$ cat config.mk
export PLATFORM = sky130hd
export DESIGN_NAME = color_blob_bounding_box
export DESIGN_NICKNAME = d
export VERILOG_FILES = /design/src/cbbb_pkg.sv /design/src/cbbb_front.sv /design/src/cbbb_queue.sv /design/src/cbbb_back.sv /design/src/color_blob_bounding_box.sv
export SDC_FILE = /design/constraint.sdc
export NUM_CORES = 1
export LEC_CHECK = 0
export CORE_MARGIN = 4
export CORE_UTILIZATION = 55
export CTS_CLUSTER_DIAMETER = 30
export CTS_CLUSTER_SIZE = 24
export DETAILED_ROUTE_END_ITERATION = 8
export DONT_BUFFER_PORTS = 1
export PLACE_DENSITY = 0.7
export SYNTH_ARGS = -nofsm -noshare
export SYNTH_HDL_FRONTEND = slang
export SYNTH_SLANG_ARGS = --single-unit
$ cat constraint.sdc
create_clock -name i_clk -period 18.5 [get_ports i_clk]
set_clock_uncertainty 0.15 [all_clocks]
set_input_delay 3.7 -clock i_clk [delete_from_list [all_inputs] [get_ports i_clk]]
set_output_delay 3.7 -clock i_clk [all_outputs]
set_load 0.005 [all_outputs]
$ cat src/cbbb_pkg.sv
// Shared types and constants for the color blob bounding box block.
`default_nettype none
package cbbb_pkg;

    // Frame geometry bounds
    localparam int MAX_COLS = 2048;
    localparam int MAX_ROWS = 2048;
    localparam int COL_W    = (MAX_COLS > 1) ? $clog2(MAX_COLS) : 1;
    localparam int ROW_W    = (MAX_ROWS > 1) ? $clog2(MAX_ROWS) : 1;

    // Fixed field widths
    localparam int FIELD_W  = 11;
    localparam int COLOR_W  = 8;
    localparam int LIMIT_W  = 9;
    localparam int SQ_W     = 2 * COLOR_W;
    localparam int DIST_W   = SQ_W + 2;
    localparam int LIM2_W   = 2 * LIMIT_W;
    localparam int CFG_IDX_W = 2;

    // Register reset values
    localparam logic [COLOR_W-1:0] TARGET_RED_RST   = 8'd255;
    localparam logic [COLOR_W-1:0] TARGET_GREEN_RST = 8'd188;
    localparam logic [COLOR_W-1:0] TARGET_BLUE_RST  = 8'd47;
    localparam logic [LIMIT_W-1:0] DIST_LIMIT_RST   = 9'd50;

    // Mid queue depth
    localparam int Q_DEPTH = 4;
    localparam int Q_PTR_W = $clog2(Q_DEPTH);
    localparam int Q_CNT_W = $clog2(Q_DEPTH + 1);

    typedef enum logic [CFG_IDX_W-1:0] {
        CFG_TARGET_RED   = 2'd0,
        CFG_TARGET_GREEN = 2'd1,
        CFG_TARGET_BLUE  = 2'd2,
        CFG_DIST_LIMIT   = 2'd3
    } t_cfg_idx;

    // Classified pixel word passed from front to back
    typedef struct packed {
        logic             match;
        logic             eof;
        logic [COL_W-1:0] col;
        logic [ROW_W-1:0] row;
    } t_class;

    // Queue status seen by the producer and consumer
    typedef struct packed {
        logic full;
        logic valid;
    } t_qstat;

    // One frame result
    typedef struct packed {
        logic [FIELD_W-1:0] mid_col;
        logic [FIELD_W-1:0] center_row;
        logic [FIELD_W-1:0] box_left;
        logic [FIELD_W-1:0] box_right;
        logic [FIELD_W-1:0] box_top;
        logic [FIELD_W-1:0] box_bottom;
        logic               found;
    } t_result;

endpackage
`default_nettype wire

$ cat src/cbbb_front.sv
// Front end: config registers, pixel position counters and color match test.
`default_nettype none
module cbbb_front
    import cbbb_pkg::*;
(
    input  wire logic                 i_clk,
    input  wire logic                 i_rst_n,
    input  wire logic                 i_cfg_we,
    input  wire logic [CFG_IDX_W-1:0] i_cfg_index,
    input  wire logic [LIMIT_W-1:0]   i_cfg_data,
    input  wire logic                 push,
    output logic                      full,
    input  wire logic [COLOR_W-1:0]   i_red,
    input  wire logic [COLOR_W-1:0]   i_green,
    input  wire logic [COLOR_W-1:0]   i_blue,
    input  wire logic                 i_end_of_row,
    input  wire logic                 i_end_of_frame,
    input  wire t_qstat               i_qstat,
    output logic                      o_qpush,
    output t_class                    o_qword
);

    logic [COLOR_W-1:0] r_target_red, r_target_green, r_target_blue;
    logic [LIMIT_W-1:0] r_dist_limit;
    logic [LIM2_W-1:0]  r_lim2;

    logic [COL_W-1:0] r_col;
    logic [ROW_W-1:0] r_row;

    logic             r_s1_valid;
    logic [SQ_W-1:0]  r_sq_r, r_sq_g, r_sq_b;
    logic [COL_W-1:0] r_s1_col;
    logic [ROW_W-1:0] r_s1_row;
    logic             r_s1_eof;

    logic [COLOR_W-1:0] d_r, d_g, d_b;
    logic [DIST_W-1:0]  dist2;
    logic               accept;

    // Config register writes; unknown indexes fall through
    always_ff @(posedge i_clk) begin
        if (!i_rst_n) begin
            r_target_red   <= TARGET_RED_RST;
            r_target_green <= TARGET_GREEN_RST;
            r_target_blue  <= TARGET_BLUE_RST;
            r_dist_limit   <= DIST_LIMIT_RST;
        end else if (i_cfg_we) begin
            unique case (t_cfg_idx'(i_cfg_index))
                CFG_TARGET_RED:   r_target_red   <= i_cfg_data[COLOR_W-1:0];
                CFG_TARGET_GREEN: r_target_green <= i_cfg_data[COLOR_W-1:0];
                CFG_TARGET_BLUE:  r_target_blue  <= i_cfg_data[COLOR_W-1:0];
                CFG_DIST_LIMIT:   r_dist_limit   <= i_cfg_data;
                default: ;
            endcase
        end
    end

    // Squared limit, tracks the limit register in the next cycle
    always_ff @(posedge i_clk) begin
        r_lim2 <= LIM2_W'(r_dist_limit) * LIM2_W'(r_dist_limit);
    end

    // Stage holds while it is loaded and the queue is full
    assign full   = r_s1_valid && i_qstat.full;
    assign accept = push && !full;

    // Absolute channel differences
    always_comb begin
        d_r = (i_red   > r_target_red)   ? i_red   - r_target_red   : r_target_red   - i_red;
        d_g = (i_green > r_target_green) ? i_green - r_target_green : r_target_green - i_green;
        d_b = (i_blue  > r_target_blue)  ? i_blue  - r_target_blue  : r_target_blue  - i_blue;
    end

    // Position counters, advanced per accepted pixel
    always_ff @(posedge i_clk) begin
        if (!i_rst_n) begin
            r_col <= '0;
            r_row <= '0;
        end else if (accept) begin
            if (i_end_of_frame) begin
                r_col <= '0;
                r_row <= '0;
            end else if (i_end_of_row) begin
                r_col <= '0;
                if (r_row < ROW_W'(MAX_ROWS - 1)) r_row <= r_row + 1'b1;
            end else begin
                if (r_col < COL_W'(MAX_COLS - 1)) r_col <= r_col + 1'b1;
            end
        end
    end

    // Square stage
    always_ff @(posedge i_clk) begin
        if (!i_rst_n) begin
            r_s1_valid <= 1'b0;
        end else if (!full) begin
            r_s1_valid <= push;
        end
    end

    always_ff @(posedge i_clk) begin
        if (accept) begin
            r_sq_r   <= SQ_W'(d_r) * SQ_W'(d_r);
            r_sq_g   <= SQ_W'(d_g) * SQ_W'(d_g);
            r_sq_b   <= SQ_W'(d_b) * SQ_W'(d_b);
            r_s1_col <= r_col;
            r_s1_row <= r_row;
            r_s1_eof <= i_end_of_frame;
        end
    end

    // Sum and compare feed the queue directly
    assign dist2 = DIST_W'(r_sq_r) + DIST_W'(r_sq_g) + DIST_W'(r_sq_b);

    assign o_qpush       = r_s1_valid && !i_qstat.full;
    assign o_qword.match = dist2 < DIST_W'(r_lim2);
    assign o_qword.eof   = r_s1_eof;
    assign o_qword.col   = r_s1_col;
    assign o_qword.row   = r_s1_row;

endmodule
`default_nettype wire

$ cat src/cbbb_queue.sv
// Short queue of classified pixel words between front and back.
`default_nettype none
module cbbb_queue
    import cbbb_pkg::*;
(
    input  wire logic   i_clk,
    input  wire logic   i_rst_n,
    input  wire logic   i_push,
    input  wire t_class i_word,
    input  wire logic   i_pop,
    output t_qstat      o_stat,
    output t_class      o_word
);

    t_class             r_mem [Q_DEPTH];
    logic [Q_PTR_W-1:0] r_wr, r_rd;
    logic [Q_CNT_W-1:0] r_cnt;
    logic               do_push, do_pop;

    assign o_stat.full  = (r_cnt == Q_CNT_W'(Q_DEPTH));
    assign o_stat.valid = (r_cnt != '0);
    assign do_push      = i_push && !o_stat.full;
    assign do_pop       = i_pop && o_stat.valid;
    assign o_word       = r_mem[r_rd];

    // Storage
    always_ff @(posedge i_clk) begin
        if (do_push) r_mem[r_wr] <= i_word;
    end

    // Pointers and fill count
    always_ff @(posedge i_clk) begin
        if (!i_rst_n) begin
            r_wr  <= '0;
            r_rd  <= '0;
            r_cnt <= '0;
        end else begin
            if (do_push) r_wr <= r_wr + 1'b1;
            if (do_pop)  r_rd <= r_rd + 1'b1;
            case ({do_push, do_pop})
                2'b10:   r_cnt <= r_cnt + 1'b1;
                2'b01:   r_cnt <= r_cnt - 1'b1;
                default: r_cnt <= r_cnt;
            endcase
        end
    end

endmodule
`default_nettype wire

$ cat src/cbbb_back.sv
// Back end: bounding box accumulation and the frame result register.
`default_nettype none
module cbbb_back
    import cbbb_pkg::*;
(
    input  wire logic i_clk,
    input  wire logic i_rst_n,
    input  wire t_qstat i_qstat,
    input  wire t_class i_qword,
    output logic      o_qpop,
    output logic      empty,
    input  wire logic pop,
    output t_result   o_result
);

    logic [COL_W-1:0] r_min_col, r_max_col;
    logic [ROW_W-1:0] r_min_row, r_max_row;
    logic             r_any;
    logic             r_out_valid;
    t_result          r_out;

    logic             out_free;
    logic [COL_W-1:0] n_min_col, n_max_col;
    logic [ROW_W-1:0] n_min_row, n_max_row;
    logic             n_any;
    logic [COL_W:0]   col_sum;
    logic [ROW_W:0]   row_sum;
    t_result          frame_res;

    assign out_free = !r_out_valid || pop;
    assign o_qpop   = i_qstat.valid && (!i_qword.eof || out_free);
    assign empty    = !r_out_valid;
    assign o_result = r_out;

    // Box merged with the current word
    always_comb begin
        n_min_col = r_min_col;
        n_max_col = r_max_col;
        n_min_row = r_min_row;
        n_max_row = r_max_row;
        n_any     = r_any;
        if (i_qword.match) begin
            if (i_qword.col < r_min_col) n_min_col = i_qword.col;
            if (i_qword.col > r_max_col) n_max_col = i_qword.col;
            if (i_qword.row < r_min_row) n_min_row = i_qword.row;
            if (i_qword.row > r_max_row) n_max_row = i_qword.row;
            n_any = 1'b1;
        end
    end

    // Frame result; all zero with no match
    always_comb begin
        col_sum = {1'b0, n_min_col} + {1'b0, n_max_col};
        row_sum = {1'b0, n_min_row} + {1'b0, n_max_row};
        frame_res = '0;
        if (n_any) begin
            frame_res.mid_col    = FIELD_W'(col_sum[COL_W:1]);
            frame_res.center_row = FIELD_W'(row_sum[ROW_W:1]);
            frame_res.box_left   = FIELD_W'(n_min_col);
            frame_res.box_right  = FIELD_W'(n_max_col);
            frame_res.box_top    = FIELD_W'(n_min_row);
            frame_res.box_bottom = FIELD_W'(n_max_row);
            frame_res.found      = 1'b1;
        end
    end

    // Accumulator state, cleared at end of frame
    always_ff @(posedge i_clk) begin
        if (!i_rst_n) begin
            r_min_col <= '1;
            r_max_col <= '0;
            r_min_row <= '1;
            r_max_row <= '0;
            r_any     <= 1'b0;
        end else if (o_qpop) begin
            if (i_qword.eof) begin
                r_min_col <= '1;
                r_max_col <= '0;
                r_min_row <= '1;
                r_max_row <= '0;
                r_any     <= 1'b0;
            end else begin
                r_min_col <= n_min_col;
                r_max_col <= n_max_col;
                r_min_row <= n_min_row;
                r_max_row <= n_max_row;
                r_any     <= n_any;
            end
        end
    end

    // Output word register
    always_ff @(posedge i_clk) begin
        if (!i_rst_n) begin
            r_out_valid <= 1'b0;
        end else if (o_qpop && i_qword.eof) begin
            r_out_valid <= 1'b1;
        end else if (pop) begin
            r_out_valid <= 1'b0;
        end
    end

    always_ff @(posedge i_clk) begin
        if (o_qpop && i_qword.eof) r_out <= frame_res;
    end

endmodule
`default_nettype wire

$ cat src/color_blob_bounding_box.sv
// Color blob bounding box: a pixel passes the square stage register and the queue, and the
// frame result is registered at end of frame. One pixel per cycle while full is low.
// A result word waits in the output register; a new frame result enters as it is popped.
// Synchronous active-low reset restores the register defaults and clears the box state.
// No clearing pass: the block takes pixels as soon as reset is released.
`default_nettype none
module color_blob_bounding_box
    import cbbb_pkg::*;
(
    input  wire logic                 i_clk,
    input  wire logic                 i_rst_n,
    input  wire logic                 i_cfg_we,
    input  wire logic [CFG_IDX_W-1:0] i_cfg_index,
    input  wire logic [LIMIT_W-1:0]   i_cfg_data,
    input  wire logic                 push,
    output logic                      full,
    input  wire logic [COLOR_W-1:0]   i_red,
    input  wire logic [COLOR_W-1:0]   i_green,
    input  wire logic [COLOR_W-1:0]   i_blue,
    input  wire logic                 i_end_of_row,
    input  wire logic                 i_end_of_frame,
    output logic                      empty,
    input  wire logic                 pop,
    output logic [FIELD_W-1:0]        o_mid_col,
    output logic [FIELD_W-1:0]        o_center_row,
    output logic [FIELD_W-1:0]        o_box_left,
    output logic [FIELD_W-1:0]        o_box_right,
    output logic [FIELD_W-1:0]        o_box_top,
    output logic [FIELD_W-1:0]        o_box_bottom,
    output logic                      o_found
);

    t_qstat  qstat;
    logic    qpush, qpop;
    t_class  qword_in, qword_out;
    t_result result;

    cbbb_front u_front (
        .i_clk          (i_clk),
        .i_rst_n        (i_rst_n),
        .i_cfg_we       (i_cfg_we),
        .i_cfg_index    (i_cfg_index),
        .i_cfg_data     (i_cfg_data),
        .push           (push),
        .full           (full),
        .i_red          (i_red),
        .i_green        (i_green),
        .i_blue         (i_blue),
        .i_end_of_row   (i_end_of_row),
        .i_end_of_frame (i_end_of_frame),
        .i_qstat        (qstat),
        .o_qpush        (qpush),
        .o_qword        (qword_in)
    );

    cbbb_queue u_queue (
        .i_clk   (i_clk),
        .i_rst_n (i_rst_n),
        .i_push  (qpush),
        .i_word  (qword_in),
        .i_pop   (qpop),
        .o_stat  (qstat),
        .o_word  (qword_out)
    );

    cbbb_back u_back (
        .i_clk    (i_clk),
        .i_rst_n  (i_rst_n),
        .i_qstat  (qstat),
        .i_qword  (qword_out),
        .o_qpop   (qpop),
        .empty    (empty),
        .pop      (pop),
        .o_result (result)
    );

    assign o_mid_col    = result.mid_col;
    assign o_center_row = result.center_row;
    assign o_box_left   = result.box_left;
    assign o_box_right  = result.box_right;
    assign o_box_top    = result.box_top;
    assign o_box_bottom = result.box_bottom;
    assign o_found      = result.found;

endmodule
`default_nettype wire

==> results.json, run 1 <==
{
  "outcome": "complete, no violations",
  "slew_violations": 0,
  "yosysUniqueCellTypes": 77,
  "worstSetupEndpointType": "flop",
  "synth_enable_flop_cells": 231,
  "clk_pin_slew_ps": 40,
  "asr_flop_ratio_synth_pct": 0,
  "worst_path_dominant_cell_family": "compound AO/OA/AOI/OAI gates",
  "maximum_achievable_frequency_mhz": 96.8,
  "setup_viol_count_final": 0,
  "pre_cts_slack_ps": 7630,
  "areaGrowthSynthToFinish_pct": 13.2,
  "cts_tree": "built",
  "antenna_found_initial": 2,
  "fin_ws_ps": 8170,
  "synth.yosys.seq_area_share_pct": 37.6,
  "postCtsResizedCells": 0,
  "timing.hold.worst.class": "reg -> reg",
  "tightest_slew_ps": 1170,
  "clock_sink_count": 359,
  "finalSetupTns_ps": 0,
  "place.gp.congestion": 0.894,
  "die_w_um": 222,
  "sum_of_buffers_and_inverters_on_the_critical_path": 4,
  "commonest_cells_after_routing_fill_and_taps_aside": "inv_1 (393), ha_1 (282), nor2_1 (263)",
  "final_period_utilization_pct": 55.9,
  "clock_latency_ps": 610,
  "core-area_um2": 45400,
  "fp-row-count": 78,
  "crit_slowest_cell": "or4_1",
  "timing.reg2reg.setup_slack_ps": 10960,
  "commonest_non_fill_non_tap_cell_in_the_layout": "inv_1",
  "critical_path.startpoint_type": "primary input",
  "clock_tree.root_cell": "clkbuf_16",
  "min_period_ps": 10330,
  "slowest_delay_ps": 700,
  "cts_htree_levels": 3,
  "cts_hold_repair.buffers": 0,
  "floorplan.die_area_um2": 49400,
  "critPathArrivalTime_ps": 10520,
  "cts-buffers-inserted": 78,
  "remaining_drc_errors": 0,
  "synth_flop_cell": "edfxtp_1",
  "final-hold-violation-count": 0,
  "drt_iter0_drc": 955,
  "path_max_fanout": 9,
  "slew-limit-headroom_pct": 20.0,
  "cts-root-to-sink-buffers": 3,
  "grtUsageTotal_pct": 21.9,
  "synth-warning-count": 0,
  "drt_first_pass_iters": 5,
  "num-nets-final": 2996,
  "grt_setup_unrepaired": "false",
  "synth_area_um2": 25200,
  "start_util_pct": 55.6,
  "post_cts_buffers": 0,
  "postSynthNetCount": 2973,
  "wirelength_um": 53500,
  "critical_path_required_ps": 18690,
  "first_global_vias": 18500,
  "criticalPathCategory": "in -> reg",
  "cap_violations": 0,
  "drt-vias-per-instance": 5.56,
  "pin_count_of_the_biggest_net_entering_global_routing": 71,
  "post_drt_wl_per_cell_um": 16.6,
  "grt_pass1_wl_um": 90100,
  "drive_gt1_share_pct": 7.98,
  "routed-via-count": 17900,
  "synthesis.instances": 2530,
  "yosys_register_bits": 359,
  "syn_area_per_cell_um2": 9.98,
  "global_route.overflow_total": 0,
  "place_hpwl_um": 39800,
  "numPortBuffers": 0,
  "ioPinCount": 111,
  "drt_antenna_net_count": 0,
  "die_height_um": 222
}
-- worst paths after layout --
| kind | from | to | cells after the start |
|---|---|---|---|
| worst max-delay path | i_blue[0] | u_front.r_sq_b[14] | 27 |
| worst max register to register | u_front.r_target_blue[0] | u_front.r_sq_b[14] | 26 |
| worst min register to register | u_back.r_min_row[5] | u_back.r_min_row[5] | 2 |
| worst min-delay path | u_back.r_min_row[5] | u_back.r_min_row[5] | 2 |
-- metrics by stage --
| step | utilization [%] | hold slack (ps) | instances | cell area [um2] |
|---|---|---|---|---|
| 4_1_cts | 62.9 | 309 | 3219 | 28600 |
| 3_5_place_dp | 56.9 | 308 | 3073 | 25800 |
| 2_1_floorplan | - | 263 | 2530 | 25200 |
| 5_1_grt | 62.9 | 339 | 3219 | 28600 |
| 3_3_place_gp | 56.9 | 289 | 3073 | 25800 |
| 6_report | 63.0 | 320 | 3221 | 28600 |
-- state kept, by name, summed over array words and instances, names as in the netlist, 9 cells and up, named ones only --
name	count
u_front.r_row	11
u_front.r_lim2	17
u_back.r_min_row	11
u_front.r_sq_g	15
u_back.o_result	67
u_back.r_max_col	11
u_queue.r_mem	96
u_front.r_s1_row	11
u_front.r_s1_col	11
u_front.r_dist_limit	9
u_back.r_min_col	11
u_front.r_sq_b	15
u_front.r_sq_r	15
u_front.r_col	11
u_back.r_max_row	11
-- logic make-up (layout without fill, tap and decap cells) --
logic type | count (synthesis) | count (layout) | share of synthesized area (%)
simple gates | 673 | 673 | 12.6
buf+inv | 467 | 556 | 6.99
xor+xnor | 127 | 127 | 4.41
mux | 53 | 53 | 3.31
flops | 359 | 359 | 37.6
compound gates | 450 | 450 | 11.6
other cells | 0 | 2 | 0
fa+ha+maj | 401 | 401 | 23.4
-- cell usage after synthesis (8+ instances only) --
cell | instances | area [um2]
inv_1 | 395 | 1480
ha_1 | 282 | 3530
nor2_1 | 264 | 991
edfxtp_1 | 231 | 6940
nand2_1 | 134 | 503
a21oi_1 | 133 | 666
dfxtp_1 | 128 | 2560
fa_1 | 119 | 2380
xnor2_1 | 85 | 744
and2_1 | 65 | 407
o21ai_0 | 64 | 320
clkbuf_1 | 62 | 233
o211ai_1 | 54 | 405
xor2_1 | 42 | 368
nor2b_1 | 37 | 231
nor3_1 | 33 | 165
a21o_1 | 31 | 233
nand3_1 | 29 | 145
mux2i_1 | 26 | 260
a21boi_0 | 25 | 188
mux4_2 | 24 | 541
o22ai_1 | 23 | 144
o21a_1 | 22 | 165
or2_2 | 20 | 125
o21bai_1 | 19 | 143
and3_1 | 18 | 113
nand4_1 | 17 | 106
a211oi_1 | 12 | 90.1
nand2b_1 | 12 | 75.1
or3_1 | 11 | 68.8
nor3b_1 | 8 | 60.1
o31a_1 | 8 | 70.1
o31ai_1 | 8 | 60.1
o41ai_1 | 8 | 70.1
-- worst reg2reg max path, cell delays in order (launching register included) --
cell	delay (ps)
dfxtp_1	340
ha_1	170
inv_1	50
fa_1	410
a21o_1	180
a21oi_1	210
o21a_1	260
o21ai_0	190
a21oi_1	350
nor4_1	90
or4_1	700
nor2_1	330
fa_1	490
xnor2_1	180
o311ai_0	160
o32a_1	340
fa_1	530
inv_1	50
fa_1	520
inv_1	40
ha_1	320
a21oi_1	240
nor2b_1	80
o21a_1	180
o31a_1	260
o41ai_1	310
xnor2_1	130
-- area by class of cell --
class                      instances  area [um2]
timing repair buffer              14         105
clock inverter                    59         749
sequential                       359        9500
fill                            3641       16800
tap                              600         751
inverter                         396        1490
clock buffer                      87        1990
antenna                            2        5.00
multi-input combinational       1704       14000
-- layer usage --
| metal | GRT usage, % | wire [um] | up-vias |
|---|---|---|---|
| li1 | - | - | 8678 |
| met1 | 26.0 | 21600 | 8661 |
| met2 | 39.2 | 27400 | 432 |
| met3 | 4.81 | 2790 | 130 |
| met4 | 8.04 | 1730 | 4 |
| met5 | 0 | 28 | - |
Power of run 1 is not shown: default switching activity piles up to over one toggle a cycle in this logic, so the estimate is an artifact.
==> run 2: changes to the inputs <==
--- a/config.mk
+++ b/config.mk
@@ -11,7 +11,7 @@
 export CTS_CLUSTER_SIZE = 24
 export DETAILED_ROUTE_END_ITERATION = 8
 export DONT_BUFFER_PORTS = 1
-export PLACE_DENSITY = 0.7
+export PLACE_DENSITY = 0.73
 export SYNTH_ARGS = -nofsm -noshare
 export SYNTH_HDL_FRONTEND = slang
 export SYNTH_SLANG_ARGS = --single-unit
==> constraint.sdc (replaced) <==
create_clock -name i_clk -period 9.3 [get_ports i_clk]
set_clock_uncertainty 0.15 [all_clocks]
set_input_delay 1.86 -clock i_clk [delete_from_list [all_inputs] [get_ports i_clk]]
set_output_delay 1.86 -clock i_clk [all_outputs]
set_load 0.005 [all_outputs]
==> run 2 against run 1 <==
Cell count rose by 0.40%. Count of clock-buffer cells in the layout rose by 7. Final area rose by 0.44%. Highest routed layer is now met4. Sequential share of layout area fell by 0.15 points. Worst hold slack improved by 1.0 ps. Via count rose by 0.83%. Critical endpoint unchanged.
==> results.json, run 2 (same netlist as run 1, synthesis figures left out) <==
{
  "final_period_utilization_pct": 90.8,
  "worstSetupEndpointType": "flop",
  "cts-root-to-sink-buffers": 3,
  "drt-vias-per-instance": 5.58,
  "criticalPathCategory": "in -> reg",
  "antenna_found_initial": 0,
  "outcome": "complete, no violations",
  "timing.hold.worst.class": "reg -> reg",
  "drt_iter0_drc": 1097,
  "critPathArrivalTime_ps": 8620,
  "commonest_cells_after_routing_fill_and_taps_aside": "inv_1 (393), ha_1 (282), nor2_1 (263)",
  "timing.hold.worst.start": "u_front.r_target_blue[7]",
  "final-hold-violation-count": 0,
  "die_w_um": 222,
  "critical_path_required_ps": 9480,
  "numPortBuffers": 0,
  "place.gp.congestion": 0.865,
  "reg_with_most_ffs": "u_queue.r_mem",
  "timing.reg2reg.setup_slack_ps": 1820,
  "num-fill-cells": 3527,
  "slowest_delay_ps": 680,
  "ioPinCount": 111,
  "commonest_non_fill_non_tap_cell_in_the_layout": "inv_1",
  "clock_sink_count": 359,
  "multi_input_area_um2": 14000,
  "drive_gt1_share_pct": 8.66,
  "global_route.overflow_total": 0,
  "path_max_fanout": 9,
  "worstHoldPathCells": 2,
  "cts_tree": "built",
  "cts_hold_repair.buffers": 0,
  "seqCellArea_um2": 9500,
  "grt_setup_unrepaired": "false",
  "place_hpwl_um": 39800,
  "cap_violations": 0,
  "clock_tree.root_cell": "clkbuf_16",
  "routed-via-count": 18100,
  "grt_pass1_wl_um": 91000,
  "drt_first_pass_iters": 5,
  "min_delay_worst_endpoint": "u_front.r_target_blue[7]",
  "min_period_ps": 8450,
  "cts_htree_levels": 3,
  "floorplan.die_area_um2": 49400,
  "first_global_vias": 19000,
  "slew_violations": 0,
  "clock_latency_ps": 600,
  "timing.rr.end": "u_front.r_sq_b[14]",
  "die_height_um": 222,
  "areaGrowthSynthToFinish_pct": 13.7,
  "critical_path.startpoint_type": "primary input",
  "wirelength_um": 53600,
  "antenna_cells_inserted": 0,
  "core-area_um2": 45400,
  "finalSetupTns_ps": 0,
  "start_util_pct": 55.6,
  "crit_slowest_cell": "or4_1",
  "cts-buffers-inserted": 81,
  "clk_pin_slew_ps": 40,
  "rr_worst_depth": 26,
  "post_drt_wl_per_cell_um": 16.6,
  "tightest_slew_ps": 1230,
  "remaining_drc_errors": 0,
  "setup_viol_count_final": 0,
  "maximum_achievable_frequency_mhz": 118,
  "post_cts_buffers": 0,
  "regToRegStartpoint": "u_front.r_target_blue[0]",
  "largest_register_ffs": 96,
  "postCtsResizedCells": 0,
  "drt_antenna_net_count": 0,
  "fp-row-count": 78,
  "pin_count_of_the_biggest_net_entering_global_routing": 71,
  "slew-limit-headroom_pct": 17.4,
  "num-nets-final": 3009,
  "grtUsageTotal_pct": 22.1
}
-- run 2: layer usage --
layer	vias to the layer above	GRT usage (%)	routed length [um]
li1	8721	-	-
met1	8731	25.8	21900
met2	458	39.8	27300
met3	144	4.47	2430
met4	0	8.78	1980
met5	-	0	0
-- run 2: stage by stage --
stage	worst slack, ps	utilization (%)	instances	hold slack, ps	instance area [um2]
detailed placement	302	57.1	3083	311	25900
CTS	924	63.2	3234	321	28700
floorplan	893	-	2530	263	25200
global placement	501	57.1	3083	296	25900
global route	366	63.2	3234	342	28700
finish	854	63.2	3234	321	28700
-- run 2: area by class of cell --
class	instances	share of cell area, %
tap	600	2.62
clock buffer	94	7.44
sequential	359	33.1
clock inverter	57	2.28
timing repair buffer	24	0.628
inverter	396	5.18
multi-input combinational	1704	48.7
-- run 2: worst max-delay path by stage --
stage | start | endpoint | slack, ps | cells after the start
final | i_blue[0] | u_front.r_sq_b[14] | 850 | 27
after global routing | i_blue[0] | u_front.r_sq_b[14] | 370 | 27
after CTS | i_blue[0] | u_front.r_sq_b[14] | 920 | 27
after detailed placement | i_blue[0] | u_front.r_sq_b[14] | 300 | 27
after global placement | i_blue[0] | u_front.r_sq_b[14] | 500 | 27
after floorplan | i_red[0] | u_front.r_sq_r[15] | 890 | 27
-- run 2: critical path, delay by kind of cell --
kind	cells	cell delay, ps
AOI/OAI and AO/OA	11	2680
xor gates and xnor gates	2	300
adders and majority gates	6	2430
buffers and inverters	4	170
and+or+nand+nor	4	1160
Power of run 2 is left out for the same reason.
